[src/sv/bsd_pkg.sv]
// ---------------------------------------------------------------------------
// bsd_pkg: shared definitions for the button sequence code detector
// constants, code table, controller states and control/status structs
// ---------------------------------------------------------------------------
package bsd_pkg;

    // default ring size of the symbol history
    localparam int HISTORY_DEPTH_DEF = 20;

    // filler byte read back from history entries that were never written
    localparam logic [7:0] FILLER = 8'h31;

    // code table geometry
    localparam int CODE_COUNT   = 12;
    localparam int CODE_MAX_LEN = 8;
    localparam int STEP_W       = $clog2(CODE_MAX_LEN);
    localparam int MATCH_W      = 4;
    localparam int FLAG_COUNT   = 6;

    // debounce reload values
    localparam logic [3:0] RELOAD_SINGLE = 4'd12;
    localparam logic [3:0] RELOAD_NORMAL = 4'd6;

    // codes in file order, last letter in the low byte
    localparam logic [8*CODE_MAX_LEN-1:0] CODES [CODE_COUNT] = '{
        "WIZDIZWE", "UDIZDUZD", "UDZIDEZD", "UDIZDWZD",
        "UDIZDLZD", "UDIZDRZD", "DUZIDLZD", "UIZDLZDU",
        "IDZIDUIL", "ZDUIRILR", "LRZILZRL", "DANISIL"
    };

    localparam logic [3:0] CODE_LEN [CODE_COUNT] = '{
        4'd8, 4'd8, 4'd8, 4'd8, 4'd8, 4'd8,
        4'd8, 4'd8, 4'd8, 4'd8, 4'd8, 4'd7
    };

    // first and last code that flips a toggle flag (zero based)
    localparam int TOGGLE_FIRST = 1;
    localparam int TOGGLE_LAST  = 6;

    // controller states
    typedef enum logic [2:0] {
        ST_IDLE,
        ST_EVAL,
        ST_READ,
        ST_DRAIN,
        ST_FINISH
    } bsd_state_t;

    // controller to datapath
    typedef struct packed {
        logic load_word;
        logic eval;
        logic read_en;
        logic commit;
    } bsd_cmd_t;

    // datapath to controller
    typedef struct packed {
        logic sym_stored;
        logic step_last;
        logic out_free;
    } bsd_status_t;

endpackage

[src/sv/bsd_channels.sv]
// ---------------------------------------------------------------------------
// bsd channels: valid/ready interfaces of the code detector
// frame input, result output and configuration write
// ---------------------------------------------------------------------------
interface bsd_frame_if;
    logic        valid;
    logic        ready;
    logic [15:0] buttons;

    modport source (output valid, output buttons, input ready);
    modport sink   (input valid, input buttons, output ready);
endinterface

interface bsd_result_if;
    logic       valid;
    logic       ready;
    logic [7:0] symbol;
    logic [3:0] code_match;
    logic [5:0] toggle_flags;

    modport source (output valid, output symbol, output code_match,
                    output toggle_flags, input ready);
    modport sink   (input valid, input symbol, input code_match,
                    input toggle_flags, output ready);
endinterface

interface bsd_cfg_if;
    logic valid;
    logic ready;
    logic single_step_mode;

    modport source (output valid, output single_step_mode, input ready);
    modport sink   (input valid, input single_step_mode, output ready);
endinterface

[src/sv/button_sequence_code_detector.sv]
// ---------------------------------------------------------------------------
// button_sequence_code_detector: keypad sequence code lock
// debounces frame button words into letters, keeps a letter history ring
// and reports which fixed code the newest letters spell
// ---------------------------------------------------------------------------
//  channel  dir  payload                               transaction
//  frame    in   buttons[15:0]                         valid & ready
//  result   out  symbol[7:0] code_match[3:0]           valid & ready
//                toggle_flags[5:0]
//  cfg      in   single_step_mode                      valid (ready held high)
//
//  a frame that stores a letter passes through an evaluation state, eight
//  history reads through the single memory read port, a drain state for the
//  read latency and a commit state
//  any other frame goes from evaluation straight to the commit state
//  reset needs no clearing pass: history entries carry valid bits
//  a stalled result holds the commit, so the next frame is not yet taken
// ---------------------------------------------------------------------------
module button_sequence_code_detector #(
    parameter int HISTORY_DEPTH = bsd_pkg::HISTORY_DEPTH_DEF
) (
    input  logic          clk,
    input  logic          rst_n,
    bsd_frame_if.sink     frame,
    bsd_result_if.source  result,
    bsd_cfg_if.sink       cfg
);

    bsd_pkg::bsd_cmd_t    cmd;
    bsd_pkg::bsd_status_t status;
    logic                 in_ready;

    // configuration writes are always taken
    assign cfg.ready   = 1'b1;
    assign frame.ready = in_ready;

    // controller
    bsd_ctrl u_ctrl (
        .clk      (clk),
        .rst_n    (rst_n),
        .in_valid (frame.valid),
        .in_ready (in_ready),
        .status   (status),
        .cmd      (cmd)
    );

    // datapath
    bsd_datapath #(
        .HISTORY_DEPTH (HISTORY_DEPTH)
    ) u_datapath (
        .clk          (clk),
        .rst_n        (rst_n),
        .cmd          (cmd),
        .status       (status),
        .buttons      (frame.buttons),
        .cfg_valid    (cfg.valid),
        .cfg_data     (cfg.single_step_mode),
        .out_valid    (result.valid),
        .out_ready    (result.ready),
        .symbol       (result.symbol),
        .code_match   (result.code_match),
        .toggle_flags (result.toggle_flags)
    );

endmodule

[src/sv/bsd_hist_mem.sv]
// ---------------------------------------------------------------------------
// bsd_hist_mem: symbol history ring storage
// one write and one registered read port, per-entry valid bits so that
// unwritten entries read as filler, and a clear input that empties all entries
// ---------------------------------------------------------------------------
module bsd_hist_mem #(
    parameter int HISTORY_DEPTH = bsd_pkg::HISTORY_DEPTH_DEF
) (
    input  logic                             clk,
    input  logic                             rst_n,
    input  logic                             wr_en,
    input  logic [$clog2(HISTORY_DEPTH)-1:0] wr_addr,
    input  logic [7:0]                       wr_data,
    input  logic                             rd_en,
    input  logic [$clog2(HISTORY_DEPTH)-1:0] rd_addr,
    output logic [7:0]                       rd_data,
    input  logic                             clr
);

    logic [7:0]               mem [HISTORY_DEPTH];
    logic [HISTORY_DEPTH-1:0] valid_reg;
    logic [7:0]               rd_data_reg;
    logic                     rd_hit_reg;

    // storage array, no reset
    always_ff @(posedge clk)
    begin
        if (wr_en)
        begin
            mem[wr_addr] <= wr_data;
        end
        if (rd_en)
        begin
            rd_data_reg <= mem[rd_addr];
        end
    end

    // entry valid bits and read hit flag
    always_ff @(posedge clk or negedge rst_n)
    begin
        if (!rst_n)
        begin
            valid_reg  <= '0;
            rd_hit_reg <= 1'b0;
        end
        else
        begin
            if (clr)
            begin
                valid_reg <= '0;
            end
            else if (wr_en)
            begin
                valid_reg[wr_addr] <= 1'b1;
            end
            if (rd_en)
            begin
                rd_hit_reg <= valid_reg[rd_addr];
            end
        end
    end

    // unwritten entries read as filler
    assign rd_data = rd_hit_reg ? rd_data_reg : bsd_pkg::FILLER;

endmodule

[src/sv/bsd_ctrl.sv]
// ---------------------------------------------------------------------------
// bsd_ctrl: frame sequencing controller
// steps each frame through evaluation, a history walk when a letter is stored, and result commit
// ---------------------------------------------------------------------------
module bsd_ctrl (
    input  logic                clk,
    input  logic                rst_n,
    input  logic                in_valid,
    output logic                in_ready,
    input  bsd_pkg::bsd_status_t status,
    output bsd_pkg::bsd_cmd_t    cmd
);

    bsd_pkg::bsd_state_t state_reg;
    bsd_pkg::bsd_state_t state_next;

    // state register
    always_ff @(posedge clk or negedge rst_n)
    begin
        if (!rst_n)
        begin
            state_reg <= bsd_pkg::ST_IDLE;
        end
        else
        begin
            state_reg <= state_next;
        end
    end

    // next state
    always_comb
    begin
        state_next = state_reg;
        case (state_reg)
            bsd_pkg::ST_IDLE:
            begin
                if (in_valid)
                begin
                    state_next = bsd_pkg::ST_EVAL;
                end
            end
            bsd_pkg::ST_EVAL:
            begin
                state_next = status.sym_stored ? bsd_pkg::ST_READ : bsd_pkg::ST_FINISH;
            end
            bsd_pkg::ST_READ:
            begin
                if (status.step_last)
                begin
                    state_next = bsd_pkg::ST_DRAIN;
                end
            end
            bsd_pkg::ST_DRAIN:
            begin
                state_next = bsd_pkg::ST_FINISH;
            end
            bsd_pkg::ST_FINISH:
            begin
                if (status.out_free)
                begin
                    state_next = bsd_pkg::ST_IDLE;
                end
            end
            default:
            begin
                state_next = bsd_pkg::ST_IDLE;
            end
        endcase
    end

    // outputs
    always_comb
    begin
        in_ready      = 1'b0;
        cmd.load_word = 1'b0;
        cmd.eval      = 1'b0;
        cmd.read_en   = 1'b0;
        cmd.commit    = 1'b0;
        case (state_reg)
            bsd_pkg::ST_IDLE:
            begin
                in_ready      = 1'b1;
                cmd.load_word = in_valid;
            end
            bsd_pkg::ST_EVAL:
            begin
                cmd.eval = 1'b1;
            end
            bsd_pkg::ST_READ:
            begin
                cmd.read_en = 1'b1;
            end
            bsd_pkg::ST_DRAIN:
            begin
                cmd.read_en = 1'b0;
            end
            bsd_pkg::ST_FINISH:
            begin
                cmd.commit = status.out_free;
            end
            default:
            begin
                in_ready = 1'b0;
            end
        endcase
    end

endmodule

[src/sv/bsd_datapath.sv]
// ---------------------------------------------------------------------------
// bsd_datapath: debounce, symbol encode, history and code compare
// holds all frame state, walks the history one entry per cycle and
// checks every code against each entry in parallel
// ---------------------------------------------------------------------------
module bsd_datapath #(
    parameter int HISTORY_DEPTH = bsd_pkg::HISTORY_DEPTH_DEF
) (
    input  logic                 clk,
    input  logic                 rst_n,
    input  bsd_pkg::bsd_cmd_t    cmd,
    output bsd_pkg::bsd_status_t status,
    input  logic [15:0]          buttons,
    input  logic                 cfg_valid,
    input  logic                 cfg_data,
    output logic                 out_valid,
    input  logic                 out_ready,
    output logic [7:0]           symbol,
    output logic [3:0]           code_match,
    output logic [5:0]           toggle_flags
);

    localparam int IDX_W = $clog2(HISTORY_DEPTH);

    // frame state
    logic [15:0]                        word_reg;
    logic                               mode_reg;
    logic [3:0]                         deb_reg;
    logic                               latch_reg;
    logic [7:0]                         last_reg;
    logic [5:0]                         toggles_reg;
    logic [IDX_W-1:0]                   cursor_reg;
    logic [7:0]                         sym_reg;
    logic [bsd_pkg::STEP_W-1:0]         step_reg;
    logic                               cmp_en_reg;
    logic [bsd_pkg::STEP_W-1:0]         cmp_step_reg;
    logic [bsd_pkg::CODE_COUNT-1:0]     alive_reg;
    logic [bsd_pkg::CODE_COUNT-1:0]     alive_next;

    // result register
    logic                               out_valid_reg;
    logic [7:0]                         out_sym_reg;
    logic [3:0]                         out_match_reg;
    logic [5:0]                         out_flags_reg;

    // evaluation terms
    logic [3:0]                         deb_dec;
    logic                               neutral;
    logic                               take;
    logic [7:0]                         sym_enc;
    logic                               stored;
    logic [IDX_W-1:0]                   cursor_inc;

    // history walk
    logic [IDX_W:0]                     rd_addr_ext;
    logic [IDX_W-1:0]                   rd_addr;
    logic [7:0]                         rd_data;

    // commit terms
    logic [3:0]                         match_idx;
    logic [5:0]                         flags_new;

    // priority encode, highest priority last so it overrides
    function automatic logic [7:0] encode_sym(input logic [15:0] w);
        logic [7:0] s;
        s = 8'h00;
        if (w[15]) s = "A";
        if (w[14]) s = "B";
        if (w[11]) s = "U";
        if (w[10]) s = "D";
        if (w[9])  s = "L";
        if (w[8])  s = "R";
        if (w[3])  s = "N";
        if (w[2])  s = "S";
        if (w[1])  s = "W";
        if (w[0])  s = "E";
        if (w[13]) s = "Z";
        if (w[5])  s = "I";
        if (w[4])  s = "T";
        return s;
    endfunction

    // frame evaluation
    always_comb
    begin
        deb_dec    = (deb_reg == 4'd0) ? 4'd0 : deb_reg - 4'd1;
        neutral    = !latch_reg && (word_reg == 16'h0000);
        take       = !neutral && (deb_dec == 4'd0) && (word_reg != 16'h0000) &&
                     ({8'h00, last_reg} != word_reg);
        sym_enc    = encode_sym(word_reg);
        stored     = take && (sym_enc != 8'h00);
        cursor_inc = (cursor_reg == IDX_W'(HISTORY_DEPTH - 1)) ? '0 : cursor_reg + 1'b1;
    end

    // read address walks back from the cursor with wrap
    always_comb
    begin
        rd_addr_ext = {1'b0, cursor_reg}
                    + (({1'b0, cursor_reg} < (IDX_W+1)'(step_reg)) ?
                       (IDX_W+1)'(HISTORY_DEPTH) : '0)
                    - (IDX_W+1)'(step_reg);
        rd_addr     = rd_addr_ext[IDX_W-1:0];
    end

    bsd_hist_mem #(
        .HISTORY_DEPTH (HISTORY_DEPTH)
    ) u_hist (
        .clk     (clk),
        .rst_n   (rst_n),
        .wr_en   (cmd.eval && stored),
        .wr_addr (cursor_inc),
        .wr_data (sym_enc),
        .rd_en   (cmd.read_en),
        .rd_addr (rd_addr),
        .rd_data (rd_data),
        .clr     (cmd.commit && (match_idx != 4'd0))
    );

    // per-code compare of the entry read back
    always_comb
    begin
        alive_next = alive_reg;
        for (int k = 0; k < bsd_pkg::CODE_COUNT; k++)
        begin
            if ({1'b0, cmp_step_reg} < bsd_pkg::CODE_LEN[k])
            begin
                alive_next[k] = alive_reg[k] &&
                    (rd_data == bsd_pkg::CODES[k][{cmp_step_reg, 3'b000} +: 8]);
            end
        end
    end

    // first surviving code wins, toggle codes flip their flag
    always_comb
    begin
        match_idx = 4'd0;
        for (int k = bsd_pkg::CODE_COUNT - 1; k >= 0; k--)
        begin
            if (alive_reg[k])
            begin
                match_idx = 4'(k + 1);
            end
        end
        flags_new = toggles_reg;
        for (int k = bsd_pkg::TOGGLE_FIRST; k <= bsd_pkg::TOGGLE_LAST; k++)
        begin
            if (match_idx == 4'(k + 1))
            begin
                flags_new[k - bsd_pkg::TOGGLE_FIRST] = ~toggles_reg[k - bsd_pkg::TOGGLE_FIRST];
            end
        end
    end

    // input word capture
    always_ff @(posedge clk)
    begin
        if (cmd.load_word)
        begin
            word_reg <= buttons;
        end
    end

    // frame state registers
    always_ff @(posedge clk or negedge rst_n)
    begin
        if (!rst_n)
        begin
            mode_reg     <= 1'b1;
            deb_reg      <= 4'd0;
            latch_reg    <= 1'b0;
            last_reg     <= 8'h00;
            toggles_reg  <= '0;
            cursor_reg   <= '0;
            sym_reg      <= 8'h00;
            step_reg     <= '0;
            cmp_en_reg   <= 1'b0;
            cmp_step_reg <= '0;
            alive_reg    <= '0;
        end
        else
        begin
            if (cfg_valid)
            begin
                mode_reg <= cfg_data;
            end

            cmp_en_reg   <= cmd.read_en;
            cmp_step_reg <= step_reg;

            if (cmd.eval)
            begin
                step_reg  <= '0;
                alive_reg <= stored ? '1 : '0;
                if (neutral)
                begin
                    latch_reg <= 1'b1;
                    deb_reg   <= deb_dec;
                    sym_reg   <= 8'h00;
                end
                else
                begin
                    if (word_reg != 16'h0000)
                    begin
                        latch_reg <= 1'b0;
                    end
                    if (take)
                    begin
                        deb_reg  <= mode_reg ? bsd_pkg::RELOAD_SINGLE : bsd_pkg::RELOAD_NORMAL;
                        last_reg <= sym_enc;
                        sym_reg  <= sym_enc;
                    end
                    else
                    begin
                        deb_reg <= deb_dec;
                        sym_reg <= 8'h00;
                    end
                    if (stored)
                    begin
                        cursor_reg <= cursor_inc;
                    end
                end
            end
            else
            begin
                if (cmd.read_en)
                begin
                    step_reg <= step_reg + 1'b1;
                end
                if (cmp_en_reg)
                begin
                    alive_reg <= alive_next;
                end
            end

            if (cmd.commit)
            begin
                toggles_reg <= flags_new;
                if (match_idx != 4'd0)
                begin
                    cursor_reg <= '0;
                end
            end
        end
    end

    // result register, reloads when empty or while the old result is taken
    always_ff @(posedge clk or negedge rst_n)
    begin
        if (!rst_n)
        begin
            out_valid_reg <= 1'b0;
        end
        else if (cmd.commit)
        begin
            out_valid_reg <= 1'b1;
        end
        else if (out_ready)
        begin
            out_valid_reg <= 1'b0;
        end
    end

    always_ff @(posedge clk)
    begin
        if (cmd.commit)
        begin
            out_sym_reg   <= sym_reg;
            out_match_reg <= match_idx;
            out_flags_reg <= flags_new;
        end
    end

    // status back to the controller
    assign status.sym_stored = stored;
    assign status.step_last  = (step_reg == bsd_pkg::STEP_W'(bsd_pkg::CODE_MAX_LEN - 1));
    assign status.out_free   = !out_valid_reg || out_ready;

    assign out_valid    = out_valid_reg;
    assign symbol       = out_sym_reg;
    assign code_match   = out_match_reg;
    assign toggle_flags = out_flags_reg;

endmodule
[src/flat_wrapper.sv]
// flat-port wrapper written by rule: the top's interface ports become plain ports
module button_sequence_code_detector_flat 
#(
    parameter int HISTORY_DEPTH = bsd_pkg::HISTORY_DEPTH_DEF
)
  (clk, rst_n, frame_valid, frame_buttons, frame_ready, result_valid, result_symbol, result_code_match, result_toggle_flags, result_ready, cfg_valid, cfg_single_step_mode, cfg_ready);
  bsd_frame_if frame_i ();
  bsd_result_if result_i ();
  bsd_cfg_if cfg_i ();
  input  logic clk;
  input  logic rst_n;
  input wire logic [$bits(frame_i.valid)-1:0] frame_valid;
  input wire logic [$bits(frame_i.buttons)-1:0] frame_buttons;
  output wire logic [$bits(frame_i.ready)-1:0] frame_ready;
  output wire logic [$bits(result_i.valid)-1:0] result_valid;
  output wire logic [$bits(result_i.symbol)-1:0] result_symbol;
  output wire logic [$bits(result_i.code_match)-1:0] result_code_match;
  output wire logic [$bits(result_i.toggle_flags)-1:0] result_toggle_flags;
  input wire logic [$bits(result_i.ready)-1:0] result_ready;
  input wire logic [$bits(cfg_i.valid)-1:0] cfg_valid;
  input wire logic [$bits(cfg_i.single_step_mode)-1:0] cfg_single_step_mode;
  output wire logic [$bits(cfg_i.ready)-1:0] cfg_ready;
  assign frame_i.valid = frame_valid;
  assign frame_i.buttons = frame_buttons;
  assign frame_ready = frame_i.ready;
  assign result_valid = result_i.valid;
  assign result_symbol = result_i.symbol;
  assign result_code_match = result_i.code_match;
  assign result_toggle_flags = result_i.toggle_flags;
  assign result_i.ready = result_ready;
  assign cfg_i.valid = cfg_valid;
  assign cfg_i.single_step_mode = cfg_single_step_mode;
  assign cfg_ready = cfg_i.ready;
  button_sequence_code_detector #(.HISTORY_DEPTH(HISTORY_DEPTH)) u_core (.clk(clk), .rst_n(rst_n), .frame(frame_i), .result(result_i), .cfg(cfg_i));
endmodule
[config.mk]
export PLATFORM = sky130hd
export DESIGN_NAME = button_sequence_code_detector_flat
export DESIGN_NICKNAME = d
export VERILOG_FILES = /design/src/sv/bsd_pkg.sv /design/src/sv/bsd_channels.sv /design/src/sv/button_sequence_code_detector.sv /design/src/sv/bsd_hist_mem.sv /design/src/sv/bsd_ctrl.sv /design/src/sv/bsd_datapath.sv /design/src/flat_wrapper.sv
export SDC_FILE = /design/constraint.sdc
export NUM_CORES = 1
export LEC_CHECK = 0
export BUFFER_PORTS_ARGS = -buffer_cell sky130_fd_sc_hd__buf_2
export CAP_MARGIN = 5
export CORE_MARGIN = 2
export CORE_UTILIZATION = 32
export DETAILED_ROUTE_END_ITERATION = 8
export PLACE_DENSITY = 0.53
export SLEW_MARGIN = 20
export SYNTH_ARGS = -nofsm -noshare
export SYNTH_HDL_FRONTEND = slang
export SYNTH_SLANG_ARGS = --single-unit
[constraint.sdc]
create_clock -name clk -period 10.69 [get_ports clk]
set_input_delay 0.5345 -clock clk [delete_from_list [all_inputs] [get_ports clk]]
set_output_delay 0.5345 -clock clk [all_outputs]
set_load 0.05 [all_outputs]
==> results_dict.tcl <==
set metrics [dict create \
    nNetsFinal 889 \
    ios 43 \
    final_util_pct 36.6 \
    gp_congestion 0.824 \
    drt-wirelength-per-cell_microns 18.8 \
    register_area_sq_mm 0.00655 \
    grt_pass1_wl_microns 39200 \
    slew_viol_final 0 \
    die_w_microns 189 \
    yosysWarnings 0 \
    start_kind "register" \
    ctsHoldBuffers 0 \
    design_area_sq_mm 0.0123 \
    track_usage_pct 14.1 \
    placed_area_sq_mm 0.0115 \
    cts-buffers-inserted 25 \
    avgViaCountPerCell 5.09 \
    relSlewSlack_pct 32.4 \
    dpl.hpwl_microns 16800 \
    crit_required_ns 10.97 \
    fillers 3242 \
    drtAntennaViolNets 0 \
    clock-sinks 230 \
    hold_class "in -> async" \
    grt-ovfl-total 0 \
    p_leak_nw 4.55 \
    portBuffers 39 \
    drc 0 \
    drt_iter0_markers 529 \
    synthesis.area_sq_mm 0.0109 \
    drv_cap 0 \
    coreArea_sq_mm 0.0335 \
    diodes 0 \
    ir_worst_vdd_mv 0.221 \
    synth_edf_count 158 \
    power_mw 4.14 \
    syn_to_final_growth_pct 12.5 \
    grt_max_degree 73 \
    fin_crit_sh_pct 39.5 \
    clockBufferDepth 3 \
    cts_root_buffer "clkbuf_16" \
    rsz0062_at_grt "no" \
    synthArstFlopShare_pct 31.3 \
    cts_resized 0 \
    yosys_most_used_dff "edfxtp_1" \
    tightest_slew_ns 1.01 \
    synth_cells 815 \
    grt_pass1_vias 6644 \
    clk_latency_ns 0.54 \
    drive_above_1_share_pct 17.3 \
    ys_ff_latch 230 \
    setup_tns_ns 0 \
    fin_hold_ws_ns 0.151 \
    avgSynthCellArea_sq_um 13.4 \
    fin_crit_ns 4.22 \
    path_clk_slew_ns 0.06 \
    critPathKind "reg -> reg" \
    fp.dieH_microns 189 \
    initial_utilization_pct 32.5 \
    outcome "complete, no violations" \
    skew_ns 0.0169 \
    cp-end-kind "register" \
    hold_viol_final 0 \
    seq_area_frac_synth_pct 60.0 \
    synth_cell_type_count 68 \
    cp_max_fo 8 \
    largest_reg_flops 120 \
    die-area_sq_mm 0.0356 \
    post_cts_buffers 0 \
    finalSetupViolCount 0 \
    vias 6684 \
    drt-total-wl_microns 24700 \
    cts-htree-levels 1 \
    power_density_mw_per_mm2 338 \
    firstDrtPassIters 5 \
    multi_input_area_sq_mm 0.00402 \
    critPathArrivalTime_ns 4.50 \
    fmax_mhz 237 \
    core.rowCount 67 \
    antenna_found_initial 0 \
    cts_tree "done" \
]
==> critical path: stages (launching register included) <==
cell and delay (ns):
dfrtp_1 0.46, ha_1 0.34, nor2b_1 0.13, o21ai_0 0.19
nand2_1 0.11, fa_1 0.54, inv_1 0.06, fa_1 0.41
xor2_1 0.79, mux4_1 0.66, mux2_2 0.27
==> where the power goes <==
part           total, mW  leakage [nW]  internal [mW]  switching, mW
clock              0.821         0.376          0.466          0.355
combinational       1.96          1.76          0.895           1.06
sequential          1.37          2.41           1.19          0.171
total               4.14          4.55           2.56           1.59
==> per-stage QoR <==
| stage | std cells | setup WS [ns] |
|---|---|---|
| 2_1_floorplan | 816 | 6.75 |
| 3_3_place_gp | 1267 | 6.45 |
| 3_5_place_dp | 1267 | 6.42 |
| 4_1_cts | 1313 | 6.39 |
| 5_1_grt | 1313 | 6.06 |
| 6_report | 1313 | 6.47 |
==> cells by family (layout without fill, tap and decap cells) <==
| family | Yosys count | after routing | synth area share [%] |
|---|---|---|---|
| other cells | 2 | 3 | 0.0689 |
| flops | 230 | 230 | 60.0 |
| xor+xnor | 56 | 56 | 4.50 |
| mux | 58 | 58 | 10.3 |
| fa+ha+maj | 21 | 21 | 2.55 |
| compound gates | 159 | 159 | 9.58 |
| simple gates | 218 | 218 | 9.79 |
| buf+inv | 71 | 120 | 3.21 |
==> layout by cell type (no fill, tap or decap), types with 4 or more instances in the layout <==
| cell type | instances |
|---|---|
| nand4_1 | 5 |
| edfxtp_1 | 158 |
| clkbuf_1 | 6 |
| dfrtp_1 | 71 |
| ha_1 | 18 |
| xnor2_1 | 37 |
| o32ai_1 | 4 |
| o31ai_1 | 4 |
| nand2b_1 | 10 |
| o21ai_1 | 12 |
| and3_1 | 16 |
| a21oi_1 | 32 |
| mux2_2 | 9 |
| mux2i_1 | 7 |
| o21ai_0 | 31 |
| inv_1 | 26 |
| mux4_2 | 41 |
| a22o_1 | 4 |
| clkbuf_16 | 25 |
| a31oi_1 | 7 |
| a21o_1 | 13 |
| o21bai_1 | 5 |
| buf_4 | 10 |
| nor2_1 | 43 |
| xor2_1 | 19 |
| buf_2 | 38 |
| nor4_1 | 6 |
| nor3_1 | 15 |
| nor2b_1 | 16 |
| nand3_1 | 16 |
| nand2_1 | 71 |
| o21a_1 | 15 |
| clkinv_2 | 4 |
==> synthesized netlist by cell type (3+ instances only) <==
cell type,n,share of area (%)
edfxtp_1,158,44
a21o_1,13,0.89
dfrtp_1,71,16
buf_2,13,0.60
mux2_2,9,0.93
nor3_1,15,0.69
o31ai_1,4,0.28
o21ai_1,12,0.55
a41oi_1,3,0.24
xor2_1,19,1.5
ha_1,19,2.2
o32ai_1,4,0.32
nand4_1,5,0.29
buf_4,4,0.28
nand2_1,71,2.4
nor2b_1,16,0.92
a31oi_1,7,0.40
or2_2,3,0.17
clkbuf_1,19,0.65
o21a_1,15,1.0
a21oi_1,33,1.5
nor2_1,44,1.5
nand2b_1,10,0.57
mux4_2,41,8.5
nor4_1,6,0.34
inv_1,26,0.89
a2111oi_0,3,0.24
mux2i_1,7,0.64
a22o_1,4,0.32
buf_6,7,0.72
xnor2_1,37,3.0
nand3_1,16,0.73
o21bai_1,5,0.34
and3_1,16,0.92
o21ai_0,31,1.4
or3_1,3,0.17
==> per-layer routing <==
layer  vias to the layer above  part of all wire [%]  global-route usage, %
met1                      3379                    47                   20.5
met2                       161                    47                   22.2
met4                         0                   2.0                   3.64
li1                       3107                     -                      -
met3                        37                   4.1                   1.97
met5                         -                     0                      0
==> final timing paths <==
check	start	end	slack (ns)	depth (start not counted)
max	u_core.u_datapath.cursor_reg[1]	u_core.u_datapath.u_hist.rd_data_reg[6]	6.47	10
min	rst_n	u_core.u_datapath.toggles_reg[1]	0.15	1
max reg2reg	u_core.u_datapath.cursor_reg[1]	u_core.u_datapath.u_hist.rd_data_reg[6]	6.47	10
min reg2reg	u_core.u_datapath.step_reg[1]	u_core.u_datapath.cmp_step_reg[1]	0.45	0
max in group asynchronous	rst_n	u_core.u_datapath.u_hist.valid_reg[5]	9.92	1
min in group clk	frame_buttons[6]	u_core.u_datapath.word_reg[6]	0.17	1
==> final cells by class <==
type | count | share of cell area (%)
inverter | 26 | 0.795
multi-input combinational | 515 | 32.8
tap | 448 | 4.57
clock buffer | 32 | 5.39
timing repair buffer | 48 | 2.16
clock inverter | 14 | 0.968
sequential | 230 | 53.3
Power figures use the tool's default switching activity.
